## src/rtl/pixel_alpha_compositor_defines.svh

```systemverilog
// ----------------------------------------------------------------------------
// pixel_alpha_compositor_defines
// assertion macros used by the compositor top level
// ----------------------------------------------------------------------------
`ifndef PIXEL_ALPHA_COMPOSITOR_DEFINES_SVH
`define PIXEL_ALPHA_COMPOSITOR_DEFINES_SVH

// same-cycle implication, clocked on clk, off during reset
`define PAC_ASSERT_NOW(label, ante, cons, msg) \
	label: assert property (@(posedge clk) disable iff (!arst_n) (ante) |-> (cons)) \
		else $error(msg);

// next-cycle implication, clocked on clk, off during reset
`define PAC_ASSERT_NEXT(label, ante, cons, msg) \
	label: assert property (@(posedge clk) disable iff (!arst_n) (ante) |=> (cons)) \
		else $error(msg);

`endif

```

## src/rtl/pac_pkg.sv

```systemverilog
// ----------------------------------------------------------------------------
// pac_pkg
// types and codes shared by the alpha compositor modules
// ----------------------------------------------------------------------------
package pac_pkg;

	localparam int CFG_INDEX_W = 4;
	localparam int CFG_DATA_W  = 8;

	localparam logic [CFG_INDEX_W-1:0] REG_OPACITY     = 4'd0;
	localparam logic [CFG_INDEX_W-1:0] REG_SOURCE_MODE = 4'd1;

	localparam logic [1:0] MODE_RGBA    = 2'd0;
	localparam logic [1:0] MODE_RGB     = 2'd1;
	localparam logic [1:0] MODE_PALETTE = 2'd2;

	localparam logic ACT_BLEND = 1'b0;
	localparam logic ACT_LOAD  = 1'b1;

	localparam logic [7:0] WEIGHT_FULL = 8'd255;
	localparam logic [7:0] WEIGHT_NONE = 8'd0;

	typedef struct packed {
		logic [7:0] red;
		logic [7:0] green;
		logic [7:0] blue;
	} rgb_t;

	// load enables of the pipeline stages
	typedef struct packed {
		logic s1;
		logic s2;
		logic s3;
		logic s4;
		logic s5;
	} pipe_en_t;

	typedef enum logic [1:0] {
		SEL_MIX,
		SEL_TOP,
		SEL_BOTTOM
	} blend_sel_t;

endpackage

```

## src/rtl/pac_weight.sv

```systemverilog
// ----------------------------------------------------------------------------
// pac_weight
// blend weight: alpha times opacity over 255, or opacity, or zero, by source mode
// ----------------------------------------------------------------------------
module pac_weight (
	input  logic              clk,
	input  pac_pkg::pipe_en_t en,
	input  logic [7:0]        alpha_s1,
	input  logic [7:0]        opacity_s1,
	input  logic [1:0]        mode_s1,
	output logic [7:0]        w_s3
);

	logic [15:0] prod_s2;
	logic [7:0]  opacity_s2;
	logic [1:0]  mode_s2;
	logic [15:0] rounded;
	logic [16:0] quot;
	logic [7:0]  w_next;

	always_ff @(posedge clk) begin
		if (en.s2) begin
			prod_s2    <= 16'(alpha_s1) * 16'(opacity_s1);
			opacity_s2 <= opacity_s1;
			mode_s2    <= mode_s1;
		end
	end

	// x / 255 as (x + 1 + x / 256) / 256, exact below 65535
	always_comb begin
		rounded = prod_s2 + 16'd127;
		quot    = 17'(rounded) + 17'd1 + 17'(rounded[15:8]);
		case (mode_s2)
			pac_pkg::MODE_RGBA:    w_next = quot[15:8];
			pac_pkg::MODE_RGB:     w_next = opacity_s2;
			pac_pkg::MODE_PALETTE: w_next = opacity_s2;
			default:               w_next = pac_pkg::WEIGHT_NONE;
		endcase
	end

	always_ff @(posedge clk) begin
		if (en.s3) begin
			w_s3 <= w_next;
		end
	end

endmodule

```

## config.mk

```make
export PLATFORM = sky130hd
export DESIGN_NAME = pac_weight
export DESIGN_NICKNAME = d
export VERILOG_FILES = /design/src/rtl/pixel_alpha_compositor_defines.svh /design/src/rtl/pac_pkg.sv /design/src/rtl/pac_weight.sv
export SDC_FILE = /design/constraint.sdc
export NUM_CORES = 1
export LEC_CHECK = 0
export BUFFER_PORTS_ARGS = -buffer_cell sky130_fd_sc_hd__buf_4
export CAP_MARGIN = 20
export CORE_MARGIN = 8
export CORE_UTILIZATION = 55
export CTS_CLUSTER_SIZE = 16
export DETAILED_ROUTE_END_ITERATION = 8
export PLACE_DENSITY = 0.77
export SETUP_SLACK_MARGIN = 0.5
export SYNTH_ARGS = -nofsm -noshare
export SYNTH_HDL_FRONTEND = slang
export SYNTH_SLANG_ARGS = --single-unit
```

## constraint.sdc

```tcl
create_clock -name clk -period 4.64 [get_ports clk]
set_clock_uncertainty 0.15 [all_clocks]
set_input_delay 0.464 -clock clk [delete_from_list [all_inputs] [get_ports clk]]
set_output_delay 0.464 -clock clk [all_outputs]
set_load 0.01 [all_outputs]
```

==> impl_metrics.ini <==
[layout]
nets = 529
fin_util = 0.652
n_fill_cell = 543
syn2layout_area_growth_pct = 14.7
drive_gt1_frac = 0.162
antenna_cells = 0

[power_and_ir_drop]
powerDensity_nw_per_um2 = 447
ir_drop_mv = 0.185
power_leakage_nw = 2.03
total_power_mw = 1.98

[cts]
clock_sinks = 34
worstSkewPairLatency_ns = 0.29
path_clk_slew_ns = 0.07
cts_htree_levels = 2
cts_tree = yes
root_buffer = clkbuf_8
numCtsBuffers = 5
cts.path.max_buffers = 2

[critical_path]
worstSetupPathType = in -> reg
start_kind = input pin
crit_path_end_kind = flip-flop
cp_max_fo = 8
cp_data_arrival_time_ns = 3.97
critPathRequiredTime_ns = 4.52

[placed_design]
dpl.hpwl_mm = 6.33
port_buffers = 28
place_congestion = 0.840
pre_cts_slack_ns = 0.101

[sta]
fin_crit_sh = 0.881
setup_slack_ns = 0.553
tightest_slew_ns = 0.918
setup_violations = 0
hold_viol = 0
rsz0062_at_grt = yes
drv_slew = 0
max_slew_margin = 0.384
max_clock_freq_ghz = 0.245
tns_ns = 0
min_period_ns = 4.09

[synthesis]
synth_seq_cells = 34
synth_top_family_by_area = adder cells
syn_area_per_cell_sq_um = 9.94
yosys_warnings = 0
synthArstFlopShare = 0
synthSimpleGateAreaFrac = 0.186
synth_edf_count = 34
synthMuxAreaShare = 0
synth_cell_types = 42
synth_xor_area_frac = 0.0589
yosys.area_share.adder = 0.329
synth_compound_area_frac = 0.0952
synth_area_sq_um = 3860
ys_seq_area_frac = 0.264
ys.flop_type = edfxtp_1
syn_nets = 493
syn_inst = 389

[floorplan]
die_area_sq_um = 9970
fp.dieH_um = 99.8
core_area_sq_um = 6790
io_pins = 32
initial_core_util = 0.569
die_x_um = 99.8
rows = 30

[detailed_routing]
drt.antenna.violating_nets = 0
drt_iter0_drc = 90
wirelength_mm = 7.63
wl_per_cell_um = 14.6
via_count = 2842
drtPass1Iterations = 4
via_per_inst = 5.44
post-route-drc-count = 0

[status]
status = finished clean

[grt]
grt_use_total = 0.164
grt_pass1_vias = 3088
antenna_found_initial = 0
gr-total-overflow = 0
grt_pass1_wl_mm = 13.4
grt_max_degree = 27

[run]
maxCapViolations = 0

[worst_hold_path]
hold_path.class = in -> reg
[synth_stat cells (4+ instances only)]
cell,n,area [sq um]
ha_1,44,551
xor2_1,10,87.6
nor3_1,4,20.0
xnor2_1,16,140
o21ai_0,7,35.0
a21oi_1,12,60.1
nor2b_1,4,25.0
and2_1,51,319
inv_1,67,251
fa_1,36,721
nand3_1,7,35.0
o31ai_1,4,30.0
nand2_1,38,143
nor2_1,10,37.5
edfxtp_1,34,1020
[kinds of logic after synthesis]
logic type | Yosys count
AND/OR/NAND/NOR | 130
adder cells (fa/ha/maj) | 80
buffers and inverters | 69
AO/OA/AOI/OAI | 50
flip-flops | 34
XOR/XNOR | 26
[per-stage QoR]
| stage | hold WS, ns | instances | instance area, sq um |
|---|---|---|---|
| CTS | 0.196 | 520 | 4350 |
| floorplan | 0.345 | 389 | 3930 |
| global route | 0.196 | 522 | 4430 |
| finish | 0.201 | 522 | 4430 |
| global placement | 0.367 | 512 | 4260 |
| detailed placement | 0.364 | 512 | 4260 |
[area by class of cell]
class / count / area, sq um / share of cell area
Sequential cell: 34 / 1020 / 0.230
Clock buffer: 6 / 72.6 / 0.0164
Inverter: 67 / 251 / 0.0567
Clock inverter: 2 / 8.76 / 0.00198
Multi-Input combinational cell: 286 / 2720 / 0.612
Timing Repair Buffer: 31 / 244 / 0.0550
Tap cell: 96 / 120 / 0.0271
[placed cells by master, fill, tap and decap left out, drive strengths merged, types with 2 or more instances in the layout]
master,netlist,layout
o21ai,8,8
a31oi,3,3
inv,67,67
o31ai,4,4
clkbuf,1,6
nor3,4,4
a41o,2,2
clkinv,0,2
nand4,3,3
a31o,2,2
nand3,8,8
buf,1,31
and2,51,51
fa,36,36
o41ai,2,2
a21oi,12,12
ha,44,44
and3,3,3
o211ai,3,3
edfxtp,34,34
xor2,10,10
or3,2,2
a32o,3,3
xnor2,16,16
nor2,10,10
a21o,3,3
nor2b,4,4
nand2b,2,2
nand2,38,38
and4,2,2
[timing repair]
action,in CTS,in global routing
endpoints found under the setup margin,3,4
gates resized for setup,4,16
setup buffers,0,2
hold buffers,0,0
pin swaps,2,9
[worst paths after layout]
check | slack (ns) | cells after the start | from | end
worst max-delay path | 0.55 | 14 | alpha_s1[5] | prod_s2[15]
worst min-delay path | 0.20 | 1 | mode_s1[0] | mode_s2[0]
worst max register to register | 1.03 | 11 | prod_s2[4] | w_s3[1]
worst min register to register | 0.38 | 2 | opacity_s2[7] | w_s3[7]
[critical path, stage by stage]
cell	delay, ns
buf_4	0.15
and2_4	0.16
fa_1	0.52
inv_1	0.05
fa_1	0.52
fa_2	0.45
fa_1	0.50
inv_2	0.05
ha_4	0.27
a21boi_1	0.24
o211ai_1	0.17
a21oi_2	0.22
o31ai_2	0.08
xnor2_1	0.13
[report_power, final]
| group | total (mW) | switching [mW] | internal [mW] |
|---|---|---|---|
| logic | 1.24 | 0.670 | 0.569 |
| registers | 0.536 | 0.0748 | 0.461 |
| clock network | 0.205 | 0.102 | 0.103 |
| total | 1.98 | 0.847 | 1.13 |
[flip-flops by register name (all words and copies together) (netlist names)]
| signal | cells |
|---|---|
| mode_s2 | 2 |
| opacity_s2 | 8 |
| prod_s2 | 16 |
| w_s3 | 8 |
[per-layer routing]
metal  global-route usage  wire (um)
met1                0.184       3240
met2                0.312       3990
met3               0.0277        302
met4               0.0384         91
met5                    0          0
Note: power is estimated with default switching activity, not from simulation.
