==> config.mk <==
export PLATFORM = sky130hd
export DESIGN_NAME = pac_blend_lane
export DESIGN_NICKNAME = d
export VERILOG_FILES = /design/src/rtl/pixel_alpha_compositor_defines.svh /design/src/rtl/pac_pkg.sv /design/src/rtl/pac_blend_lane.sv
export SDC_FILE = /design/constraint.sdc
export NUM_CORES = 1
export LEC_CHECK = 0
export BUFFER_PORTS_ARGS = -buffer_cell sky130_fd_sc_hd__buf_2
export CAP_MARGIN = 40
export CORE_UTILIZATION = 63
export CTS_CLUSTER_DIAMETER = 30
export CTS_CLUSTER_SIZE = 24
export DETAILED_ROUTE_END_ITERATION = 10
export HOLD_SLACK_MARGIN = 0.15
export PLACE_DENSITY_LB_ADDON = 0.25
export SETUP_SLACK_MARGIN = 0.2
export SLEW_MARGIN = 20
export SYNTH_ARGS = -nofsm -noshare
export SYNTH_HDL_FRONTEND = slang
export SYNTH_SLANG_ARGS = --single-unit
export TNS_END_PERCENT = 1
==> constraint.sdc <==
create_clock -name clk -period 6.96 [get_ports clk]
set_input_delay 0.348 -clock clk [delete_from_list [all_inputs] [get_ports clk]]
set_output_delay 0.348 -clock clk [all_outputs]
set_load 0.1 [all_outputs]
==> src/rtl/pixel_alpha_compositor_defines.svh <==
// ----------------------------------------------------------------------------
// pixel_alpha_compositor_defines
// assertion macros used by the compositor top level
// ----------------------------------------------------------------------------
`ifndef PIXEL_ALPHA_COMPOSITOR_DEFINES_SVH
`define PIXEL_ALPHA_COMPOSITOR_DEFINES_SVH

// same-cycle implication, clocked on clk, off during reset
`define PAC_ASSERT_NOW(label, ante, cons, msg) \
	label: assert property (@(posedge clk) disable iff (!arst_n) (ante) |-> (cons)) \
		else $error(msg);

// next-cycle implication, clocked on clk, off during reset
`define PAC_ASSERT_NEXT(label, ante, cons, msg) \
	label: assert property (@(posedge clk) disable iff (!arst_n) (ante) |=> (cons)) \
		else $error(msg);

`endif

==> src/rtl/pac_pkg.sv <==
// ----------------------------------------------------------------------------
// pac_pkg
// types and codes shared by the alpha compositor modules
// ----------------------------------------------------------------------------
package pac_pkg;

	localparam int CFG_INDEX_W = 4;
	localparam int CFG_DATA_W  = 8;

	localparam logic [CFG_INDEX_W-1:0] REG_OPACITY     = 4'd0;
	localparam logic [CFG_INDEX_W-1:0] REG_SOURCE_MODE = 4'd1;

	localparam logic [1:0] MODE_RGBA    = 2'd0;
	localparam logic [1:0] MODE_RGB     = 2'd1;
	localparam logic [1:0] MODE_PALETTE = 2'd2;

	localparam logic ACT_BLEND = 1'b0;
	localparam logic ACT_LOAD  = 1'b1;

	localparam logic [7:0] WEIGHT_FULL = 8'd255;
	localparam logic [7:0] WEIGHT_NONE = 8'd0;

	typedef struct packed {
		logic [7:0] red;
		logic [7:0] green;
		logic [7:0] blue;
	} rgb_t;

	// load enables of the pipeline stages
	typedef struct packed {
		logic s1;
		logic s2;
		logic s3;
		logic s4;
		logic s5;
	} pipe_en_t;

	typedef enum logic [1:0] {
		SEL_MIX,
		SEL_TOP,
		SEL_BOTTOM
	} blend_sel_t;

endpackage

==> src/rtl/pac_blend_lane.sv <==
// ----------------------------------------------------------------------------
// pac_blend_lane
// one colour channel: t at w 255, b at w 0, else b + ((t - b) * w + 127) / 255, truncated toward zero
// ----------------------------------------------------------------------------
module pac_blend_lane (
	input  logic              clk,
	input  pac_pkg::pipe_en_t en,
	input  logic [7:0]        t_s3,
	input  logic [7:0]        b_s3,
	input  logic [7:0]        w_s3,
	output logic [7:0]        out_s5
);

	logic signed [17:0]  mix_s4;
	logic [7:0]          t_s4;
	logic [7:0]          b_s4;
	pac_pkg::blend_sel_t sel_s4;

	logic signed [8:0]   diff;
	logic signed [17:0]  diff_x;
	logic signed [17:0]  w_x;
	logic signed [17:0]  mix_next;
	pac_pkg::blend_sel_t sel_next;
	logic                neg;
	logic [17:0]         mag_full;
	logic [16:0]         quot;
	logic [7:0]          q_mag;
	logic [7:0]          q;
	logic [7:0]          out_next;

	always_comb begin
		diff     = signed'({1'b0, t_s3}) - signed'({1'b0, b_s3});
		diff_x   = 18'(diff);
		w_x      = signed'(18'({1'b0, w_s3}));
		mix_next = diff_x * w_x + 18'sd127;
		if (w_s3 == pac_pkg::WEIGHT_FULL) begin
			sel_next = pac_pkg::SEL_TOP;
		end else if (w_s3 == pac_pkg::WEIGHT_NONE) begin
			sel_next = pac_pkg::SEL_BOTTOM;
		end else begin
			sel_next = pac_pkg::SEL_MIX;
		end
	end

	always_ff @(posedge clk) begin
		if (en.s4) begin
			mix_s4 <= mix_next;
			t_s4   <= t_s3;
			b_s4   <= b_s3;
			sel_s4 <= sel_next;
		end
	end

	// magnitude over 255, sign put back afterwards
	always_comb begin
		neg      = mix_s4[17];
		mag_full = neg ? 18'(-mix_s4) : 18'(mix_s4);
		quot     = mag_full[16:0] + 17'd1 + 17'(mag_full[16:8]);
		q_mag    = quot[15:8];
		q        = neg ? (8'd0 - q_mag) : q_mag;
		case (sel_s4)
			pac_pkg::SEL_TOP:    out_next = t_s4;
			pac_pkg::SEL_BOTTOM: out_next = b_s4;
			default:             out_next = b_s4 + q;
		endcase
	end

	always_ff @(posedge clk) begin
		if (en.s5) begin
			out_s5 <= out_next;
		end
	end

endmodule

==> run_results.csv, run 1 <==
group,metric,value,unit
outcome,outcome,"finished clean",
sta,slew_viol_final,0,
route,first_pass_iters,5,
floorplanning,boundaryPins,38,
logic_synthesis,synth_edf_count,44,
floorplanning,initial_core_util,64.9,%
sta,worst_slew_pin_slew,0.754,ns
route,wl_per_cell,15.3,um
clock_network,cts_sinks,44,
logic_synthesis,ys_seq_elements,44,
global_routing,grt_pass1_wl,21.1,mm
sta,rsz0062_at_grt,"true",
global_routing,grt.total_usage,25.8,%
setup_path,critPathMaxFanout,4,
logic_synthesis,ys_seq_area_share,20.8,%
global_routing,grt_overflow,0,
global_routing,antenna_found_initial,0,
sta,setup_viol,0,
logic_synthesis,syn_nets,827,
global_routing,grt_pass1_vias,4670,
finish,insertedDiodeCount,0,
logic_synthesis,synthesis.area,6340,um^2
setup_path,arrival,6.48,ns
logic_synthesis,synth_cells,657,
logic_synthesis,synth.area.top_cells,"edfxtp_1 21%, fa_1 20%, ha_1 15%, inv_1 6.2%, xnor2_1 5.8%",
placement,port_buffers,34,
clock_network,cts_tree,"yes",
setup_path,required,7.00,ns
sta,maxSlewHeadroom,49.7,%
clock_network,path_clk_slew,0.09,ns
floorplanning,die_width,102,um
logic_synthesis,synth.distinct_cells,61,
finish,nets,859,
logic_synthesis,synthFlopType,"edfxtp_1",
sta,fin_worst_skew,0.0127,ns
sta,fin_crit_sh,92.6,%
logic_synthesis,avgSynthCellArea,9.65,um^2
finish,fill_cells,755,
finish,syn_to_final_growth,7.91,%
route,viasPerCell,5.69,
placement,detailed_place_hpwl,10.6,mm
clock_network,clockRootBuffer,"clkbuf_8",
clock_network,clk_latency,0.30,ns
sta,hold_violations,0,
floorplanning,coreArea,9770,um^2
route,route.detailed.drc,0,
clock_network,h-tree-depth,2,
route,final_antenna_net_count,0,
global_routing,grt_max_degree,37,
logic_synthesis,synthTopCellsByCount,"105 x inv_1, 76 x ha_1, 64 x fa_1",
sta,max_freq,155,MHz
setup_path,crit_type,"input port to register",
sta,whs,0.239,ns
logic_synthesis,netlist.area_leader.share,20.8,%
sta,final.setup.tns,0,ns
setup_path,critPathLaunchType,"input port",
logic_synthesis,synth.most_common_cell,"inv_1",
hold_path,hold_path_class,"input port to register",
setup_path,endpoint_kind,"register",
placement,place.gp.congestion,0.883,
route,vias,4679,
floorplanning,dieArea,10500,um^2
clock_network,ctsLongestPathBuffers,2,
logic_synthesis,yosys_warnings,0,
route,wl,12.6,mm
logic_synthesis,synth.largest_area_cell,"edfxtp_1",
floorplanning,die_h,102,um
flow_run,cap_violations,0,
logic_synthesis,synthArstFlopShare,0,%
floorplanning,rows,36,
sta,period_needed,6.45,ns
route,drt_iter0_drc,160,
clock_network,numCtsBuffers,5,
finish,drive_gt1_share,11.2,%
==> logic make-up (layout without fill, tap and decap cells) <==
logic type                 Yosys count  count (layout)  share of synthesized area (%)
DFF                                 44              44                           20.8
AOI/OAI and AO/OA                  114             114                           13.3
adders and majority gates          140             140                           35.2
xor gates and xnor gates            61              61                           8.66
buffers and inverters              125             158                           7.65
and+or+nand+nor                    173             173                           14.3
==> worst max-delay path, stage by stage <==
cell       delay [ns]
buf_2            0.09
inv_1            0.05
ha_1             0.20
fa_1             0.40
nor2b_1          0.12
o21ai_0          0.08
nand2b_1         0.18
xor2_4           0.23
nand2_1          0.11
fa_1             0.52
inv_1            0.05
fa_1             0.52
fa_1             0.44
fa_1             0.54
inv_1            0.05
fa_1             0.52
inv_1            0.04
ha_1             0.32
a21oi_1          0.22
nor2b_1          0.07
o21a_1           0.19
o31a_1           0.26
o41ai_1          0.30
buf_4            0.19
o2111ai_1        0.12
a21oi_1          0.19
xnor2_1          0.09
==> sequential cells by signal (all words and copies together) (netlist names) <==
signal / cells
b_s4: 8
mix_s4: 18
out_s5: 8
sel_s4: 2
t_s4: 8
==> layout by cell type, fill, tap and decap left out, types with 9 or more instances in the layout <==
master    instances
and2_1           29
xor2_1           15
fa_1             64
a21oi_1          25
edfxtp_1         44
a21o_1            9
nand2b_1         14
buf_4            11
inv_1           105
o21ai_0          15
nand2_1          47
nor2b_1          15
nor2_1           27
buf_2            34
ha_1             76
xnor2_1          41
==> final cells by class <==
cell class | count | area (um^2) | area share, %
clock inverter | 3 | 46.3 | 0.676
sequential | 44 | 1320 | 19.3
timing repair buffer | 45 | 253 | 3.69
clock buffer | 5 | 68.8 | 1.01
tap | 133 | 166 | 2.43
multi-input combinational | 488 | 4590 | 67.1
inverter | 105 | 394 | 5.76
==> metrics by stage <==
stage,cell area [um^2],setup slack [ns],instances,utilization [%]
2_1_floorplan,6340,0.493,657,-
3_3_place_gp,6660,0.230,813,68.1
3_5_place_dp,6660,0.0739,813,68.1
4_1_cts,6770,0.366,821,69.3
5_1_grt,6840,0.113,823,70.0
6_report,6840,0.514,823,70.0
==> per-layer routing <==
layer	wire [um]	GRT usage [%]
met1	5260	32.7
met2	6740	47.1
met3	447	3.28
met4	182	5.71
met5	0	0
==> final timing paths <==
path | to | from | cells past startpoint | slack, ns
min | b_s4[4]$_DFFE_PP_ | b_s3[4] | 1 | 0.24
max | mix_s4[17]$_DFFE_PP_ | t_s3[0] | 27 | 0.51
max reg2reg | out_s5[7]$_DFFE_PP_ | mix_s4[3]$_DFFE_PP_ | 26 | 0.56
min reg2reg | out_s5[7]$_DFFE_PP_ | t_s4[7]$_DFFE_PP_ | 2 | 0.62
==> timing repair <==
action                     CTS  global route
resized for setup            0            11
hold buffers                 0             0
buffers inserted             0             2
setup endpoints to repair    0             5
Power of run 1 is not shown: default switching activity piles up to over one toggle a cycle in this logic, so the estimate is an artifact.
==> run 2: changes to the inputs <==
--- a/config.mk
+++ b/config.mk
@@ -7,12 +7,14 @@
 export LEC_CHECK = 0
 export BUFFER_PORTS_ARGS = -buffer_cell sky130_fd_sc_hd__buf_2
 export CAP_MARGIN = 40
-export CORE_UTILIZATION = 63
+export CORE_UTILIZATION = 65
+export CTS_BUF_LIST = sky130_fd_sc_hd__clkbuf_4 sky130_fd_sc_hd__clkbuf_8
 export CTS_CLUSTER_DIAMETER = 30
 export CTS_CLUSTER_SIZE = 24
 export DETAILED_ROUTE_END_ITERATION = 10
 export HOLD_SLACK_MARGIN = 0.15
 export PLACE_DENSITY_LB_ADDON = 0.25
+export RECOVER_POWER = 100
 export SETUP_SLACK_MARGIN = 0.2
 export SLEW_MARGIN = 20
 export SYNTH_ARGS = -nofsm -noshare
==> run 2 against run 1 <==
  * The flow now finishes with violations (capacitance limit, slew limit)
  * Flip-flop and latch count unchanged
  * Utilization up 2.4 points
  * Maximum frequency is 1.3% lower
  * Register-to-register slack lost 0.13 ns
  * Global-route usage grew 1.5 points
  * Via count rose by 1.3%
  * Cell area shrank 1.4%
  * Sequential share of layout area is 0.26 points higher
  * Die area down 3.0%
  * Setup slack worse by 0.085 ns
  * Critical endpoint is now out_s5[7]$_DFFE_PP_
==> run_results.csv, run 2 (synthesis gave the netlist of run 1 again) <==
group,metric,value,unit
hold_path,hold_path_class,"input port to register",
route,drt_iter0_drc,192,
global_routing,grt.total_usage,27.3,%
floorplanning,die_h,101,um
placement,place.gp.congestion,0.890,
sta,hold_violations,0,
sta,worst_slew_pin_slew,1.80,ns
floorplanning,die_width,101,um
global_routing,grt_overflow,0,
clock_network,cts_setup_buffers,0,
finish,final_cell_mix,"105 x inv_1, 76 x ha_1, 64 x fa_1",
floorplanning,boundaryPins,38,
finish,nets,857,
setup_path,arrival,6.57,ns
sta,rsz0062_at_grt,"true",
outcome,outcome,"complete, but fails checks",
floorplanning,coreArea,9330,um^2
setup_path,cp_slowest_stage_delay,0.68,ns
outcome,violations,"capacitance limit, slew limit",
clock_network,clk_latency,0.30,ns
setup_path,timing.critical_path.mode_cell,"a21oi_1",
sta,slew_viol_final,37,
setup_path,crit_type,"register to register",
setup_path,cp_slowest_cell,"or4_4",
route,viasPerCell,5.80,
sta,max_freq,153,MHz
global_routing,antenna_found_initial,0,
setup_path,critPathLaunchType,"register",
clock_network,clockRootBuffer,"clkbuf_8",
route,final_antenna_net_count,0,
route,vias,4740,
flow_run,cap_violations,1,
finish,largest_register_ffs,18,
clock_network,path_clk_slew,0.09,ns
setup_path,endpoint_kind,"register",
sta,fin_worst_skew,0.00980,ns
finish,top_register,"mix_s4",
clock_network,ctsLongestPathBuffers,2,
route,wl,12.9,mm
placement,port_buffers,34,
sta,period_needed,6.53,ns
route,route.detailed.drc,0,
route,first_pass_iters,5,
finish,design_area,6750,um^2
setup_path,critPathMaxFanout,11,
finish,drive_gt1_share,6.54,%
finish,layout_commonest_cell,"inv_1",
global_routing,grt_pass1_vias,4896,
setup_path,critical-path-top-delay-family,"compound AO/OA/AOI/OAI gates",
global_routing,grt_max_degree,37,
clock_network,numCtsBuffers,5,
clock_network,ctsHoldBuffers,0,
floorplanning,dieArea,10200,um^2
sta,maxSlewHeadroom,-20.0,%
sta,fin_crit_sh,93.8,%
global_routing,grt_pass1_wl,21.8,mm
sta,final.setup.tns,0,ns
placement,detailed_place_hpwl,10.7,mm
finish,syn_to_final_growth,6.45,%
floorplanning,rows,35,
finish,insertedDiodeCount,0,
setup_path,required,7.00,ns
clock_network,h-tree-depth,2,
clock_network,cts.repair.resized,0,
floorplanning,initial_core_util,68.0,%
setup_path,path_buf_inv,1,
placement,placed_area,6650,um^2
route,wl_per_cell,15.8,um
clock_network,cts_tree,"yes",
sta,setup_viol,0,
clock_network,cts_sinks,44,
-- run 2: layer usage --
metal	track usage (%)	vias up	share of wire, %
met5	0	-	0
met4	6.91	0	1.6
met3	2.29	20	3.9
met2	51.6	120	53
met1	33.7	2329	41
li1	-	2271	-
-- run 2: metrics by stage --
step                      std cells  setup WS [ns]  hold slack, ns  utilization [%]
final                           817          0.429           0.238             72.4
after global routing            817         0.0533           0.229             72.4
after CTS                       817          0.247           0.238             72.5
after detailed placement        809          0.141           0.545             71.3
after global placement          809          0.256           0.545             71.3
after floorplan                 657          0.493           0.447                -
-- run 2: worst paths after layout --
| path | startpoint | endpoint | slack, ns | depth (start not counted) |
|---|---|---|---|---|
| min | b_s3[2] | b_s4[2]$_DFFE_PP_ | 0.24 | 1 |
| max reg2reg | mix_s4[3]$_DFFE_PP_ | out_s5[7]$_DFFE_PP_ | 0.43 | 26 |
| min reg2reg | t_s4[4]$_DFFE_PP_ | out_s5[4]$_DFFE_PP_ | 0.63 | 2 |
| max | mix_s4[3]$_DFFE_PP_ | out_s5[7]$_DFFE_PP_ | 0.43 | 26 |
-- run 2: final cells by class --
cell class	count	area, um^2
Clock buffer	5	68.8
Sequential cell	44	1320
Timing Repair Buffer	43	200
Fill cell	729	2580
Clock inverter	3	42.5
Tap cell	129	161
Multi-Input combinational cell	488	4560
Inverter	105	394
Power of run 2 is left out for the same reason.
==> run 3: changes to the inputs <==
--- a/config.mk
+++ b/config.mk
@@ -7,7 +7,9 @@
 export LEC_CHECK = 0
 export BUFFER_PORTS_ARGS = -buffer_cell sky130_fd_sc_hd__buf_2
 export CAP_MARGIN = 40
-export CORE_UTILIZATION = 65
+export CELL_PAD_IN_SITES_DETAIL_PLACEMENT = 1
+export CELL_PAD_IN_SITES_GLOBAL_PLACEMENT = 2
+export CORE_UTILIZATION = 42
 export CTS_BUF_LIST = sky130_fd_sc_hd__clkbuf_4 sky130_fd_sc_hd__clkbuf_8
 export CTS_CLUSTER_DIAMETER = 30
 export CTS_CLUSTER_SIZE = 24
==> run 3 against run 2 <==
  * The run ends with DRC, capacitance limit, slew limit left
  * Maximum frequency increased by 0.38%
  * Register-to-register slack better by 0.06 ns
  * First-iteration DRC count is 28% lower
  * Utilization shrank 26 points
  * Via count hardly changed
  * Flip-flop and latch count stayed put
  * Die area up 54%
==> run_results.csv, run 3 (synthesis gave the netlist of run 1 again) <==
group,metric,value,unit
outcome,outcome,"complete, but fails checks",
outcome,violations,"DRC, capacitance limit, slew limit",
floorplanning,rows,44,
floorplanning,boundaryPins,38,
placement,place.gp.congestion,0.832,
route,vias,4741,
finish,syn_to_final_growth,8.23,%
placement,detailed_place_hpwl,12.7,mm
global_routing,grt_overflow,0,
clock_network,numCtsBuffers,5,
setup_path,required,7.00,ns
placement,dpl_worst_slack,-0.0530,ns
floorplanning,dieArea,15600,um^2
clock_network,clockRootBuffer,"clkbuf_8",
setup_path,critPathMaxFanout,3,
finish,fill_cells,1702,
route,final_antenna_net_count,0,
route,wl,14.9,mm
sta,worst_slew_pin_slew,1.56,ns
setup_path,ff2ff_setup_slack,0.49,ns
floorplanning,coreArea,14600,um^2
finish,top_register,"mix_s4",
clock_network,ctsLongestPathBuffers,2,
route,route.detailed.drc,12,
finish,insertedDiodeCount,0,
flow_run,cap_violations,1,
route,drt_iter0_drc,139,
finish,layout_commonest_cell,"inv_1",
sta,slew_viol_final,32,
floorplanning,initial_core_util,43.3,%
hold_path,min_path_cells,1,
sta,maxSlewHeadroom,-4.30,%
sta,fin_worst_skew,0.0137,ns
sta,final.setup.tns,0,ns
setup_path,critPathLaunchType,"input port",
setup_path,arrival,6.54,ns
clock_network,path_clk_slew,0.08,ns
setup_path,r2r-end,"out_s5[7]$_DFFE_PP_",
route,first_pass_iters,7,
global_routing,antenna_found_initial,0,
sta,setup_viol,0,
setup_path,r2r-start,"mix_s4[3]$_DFFE_PP_",
sta,max_freq,154,MHz
finish,layout.cells.non_filler,875,
placement,port_buffers,34,
finish,nets,861,
clock_network,cts_tree,"yes",
finish,drive_gt1_share,6.66,%
hold_path,hp-start,"b_s3[2]",
finish,post-route-util,46.9,%
sta,period_needed,6.51,ns
finish,largest_register_ffs,18,
global_routing,grt_pass1_vias,5248,
sta,hold_violations,0,
floorplanning,die_width,125,um
global_routing,grt_pass1_wl,25.2,mm
finish,final_cell_mix,"105 x inv_1, 76 x ha_1, 64 x fa_1",
clock_network,cts_sinks,44,
clock_network,ctsHoldBuffers,0,
global_routing,grt_max_degree,37,
sta,fin_crit_sh,93.5,%
setup_path,endpoint_kind,"register",
finish,multiInputGateArea,4570,um^2
clock_network,clk_latency,0.30,ns
route,viasPerCell,5.42,
hold_path,whs_endpoint,"b_s4[2]$_DFFE_PP_",
floorplanning,die_h,125,um
sta,setup_ws,0.454,ns
setup_path,ff2ff_path_depth,26,
placement,dp_cells,865,
sta,rsz0062_at_grt,"true",
finish,ff_latch_area,1320,um^2
hold_path,hold_path_class,"input port to register",
setup_path,crit_type,"input port to register",
clock_network,h-tree-depth,2,
global_routing,grt.total_usage,20.1,%
route,wl_per_cell,17.0,um
[run 3: per-layer routing]
| layer | up-vias | track usage [%] | wire [um] | part of all wire, % |
|---|---|---|---|---|
| li1 | 2279 | - | - | - |
| met1 | 2405 | 23.3 | 6280 | 42 |
| met2 | 48 | 40.3 | 8150 | 55 |
| met3 | 9 | 1.55 | 332 | 2.2 |
| met4 | 0 | 3.66 | 142 | 0.95 |
| met5 | - | 0 | 0 | 0 |
[run 3: critical path, stage by stage]
cell and delay (ns):
clkbuf_1 0.16, inv_1 0.07, ha_1 0.27, nor2b_1 0.12
o21ai_0 0.15, nand2b_1 0.11, a21o_1 0.19, a21o_1 0.20
xor2_1 0.23, nand2_1 0.11, fa_1 0.49, inv_1 0.05
fa_1 0.52, fa_1 0.44, fa_1 0.55, inv_1 0.06
fa_1 0.53, inv_1 0.04, ha_1 0.33, a21oi_1 0.21
nor2b_1 0.08, o21a_1 0.18, o31a_1 0.26, o41ai_2 0.26
buf_4 0.19, o2111ai_1 0.11, a21oi_1 0.20, xnor2_1 0.09
[run 3: stage by stage]
step | hold WS [ns] | area, um^2
final | 0.253 | 6860
after global routing | 0.241 | 6860
after global placement | 0.547 | 6730
after CTS | 0.231 | 6860
after detailed placement | 0.548 | 6730
after floorplan | 0.447 | 6340
[run 3: final cells by class]
cell class | instances | share of cell area [%]
Timing Repair Buffer | 47 | 3.26
Tap cell | 184 | 3.35
Inverter | 105 | 5.74
Clock inverter | 2 | 0.875
Multi-Input combinational cell | 488 | 66.5
Sequential cell | 44 | 19.2
Clock buffer | 5 | 1.00
[run 3: repair_timing]
| item | CTS | global route |
|---|---|---|
| endpoints found under the setup margin | 1 | 5 |
| resized for setup | 1 | 7 |
| buffers inserted | 0 | 1 |
| pin swaps | 0 | 1 |
[run 3: worst max-delay path by stage]
stage | from | endpoint | slack (ns) | depth (start not counted)
finish | b_s3[1] | mix_s4[17]$_DFFE_PP_ | 0.45 | 28
global route | b_s3[1] | mix_s4[17]$_DFFE_PP_ | 0.09 | 28
CTS | mix_s4[3]$_DFFE_PP_ | out_s5[7]$_DFFE_PP_ | 0.21 | 26
detailed placement | b_s3[1] | mix_s4[17]$_DFFE_PP_ | -0.05 | 27
global placement | b_s3[1] | mix_s4[17]$_DFFE_PP_ | 0.08 | 27
floorplan | b_s3[1] | mix_s4[17]$_DFFE_PP_ | 0.49 | 26
Power of run 3 is left out for the same reason.
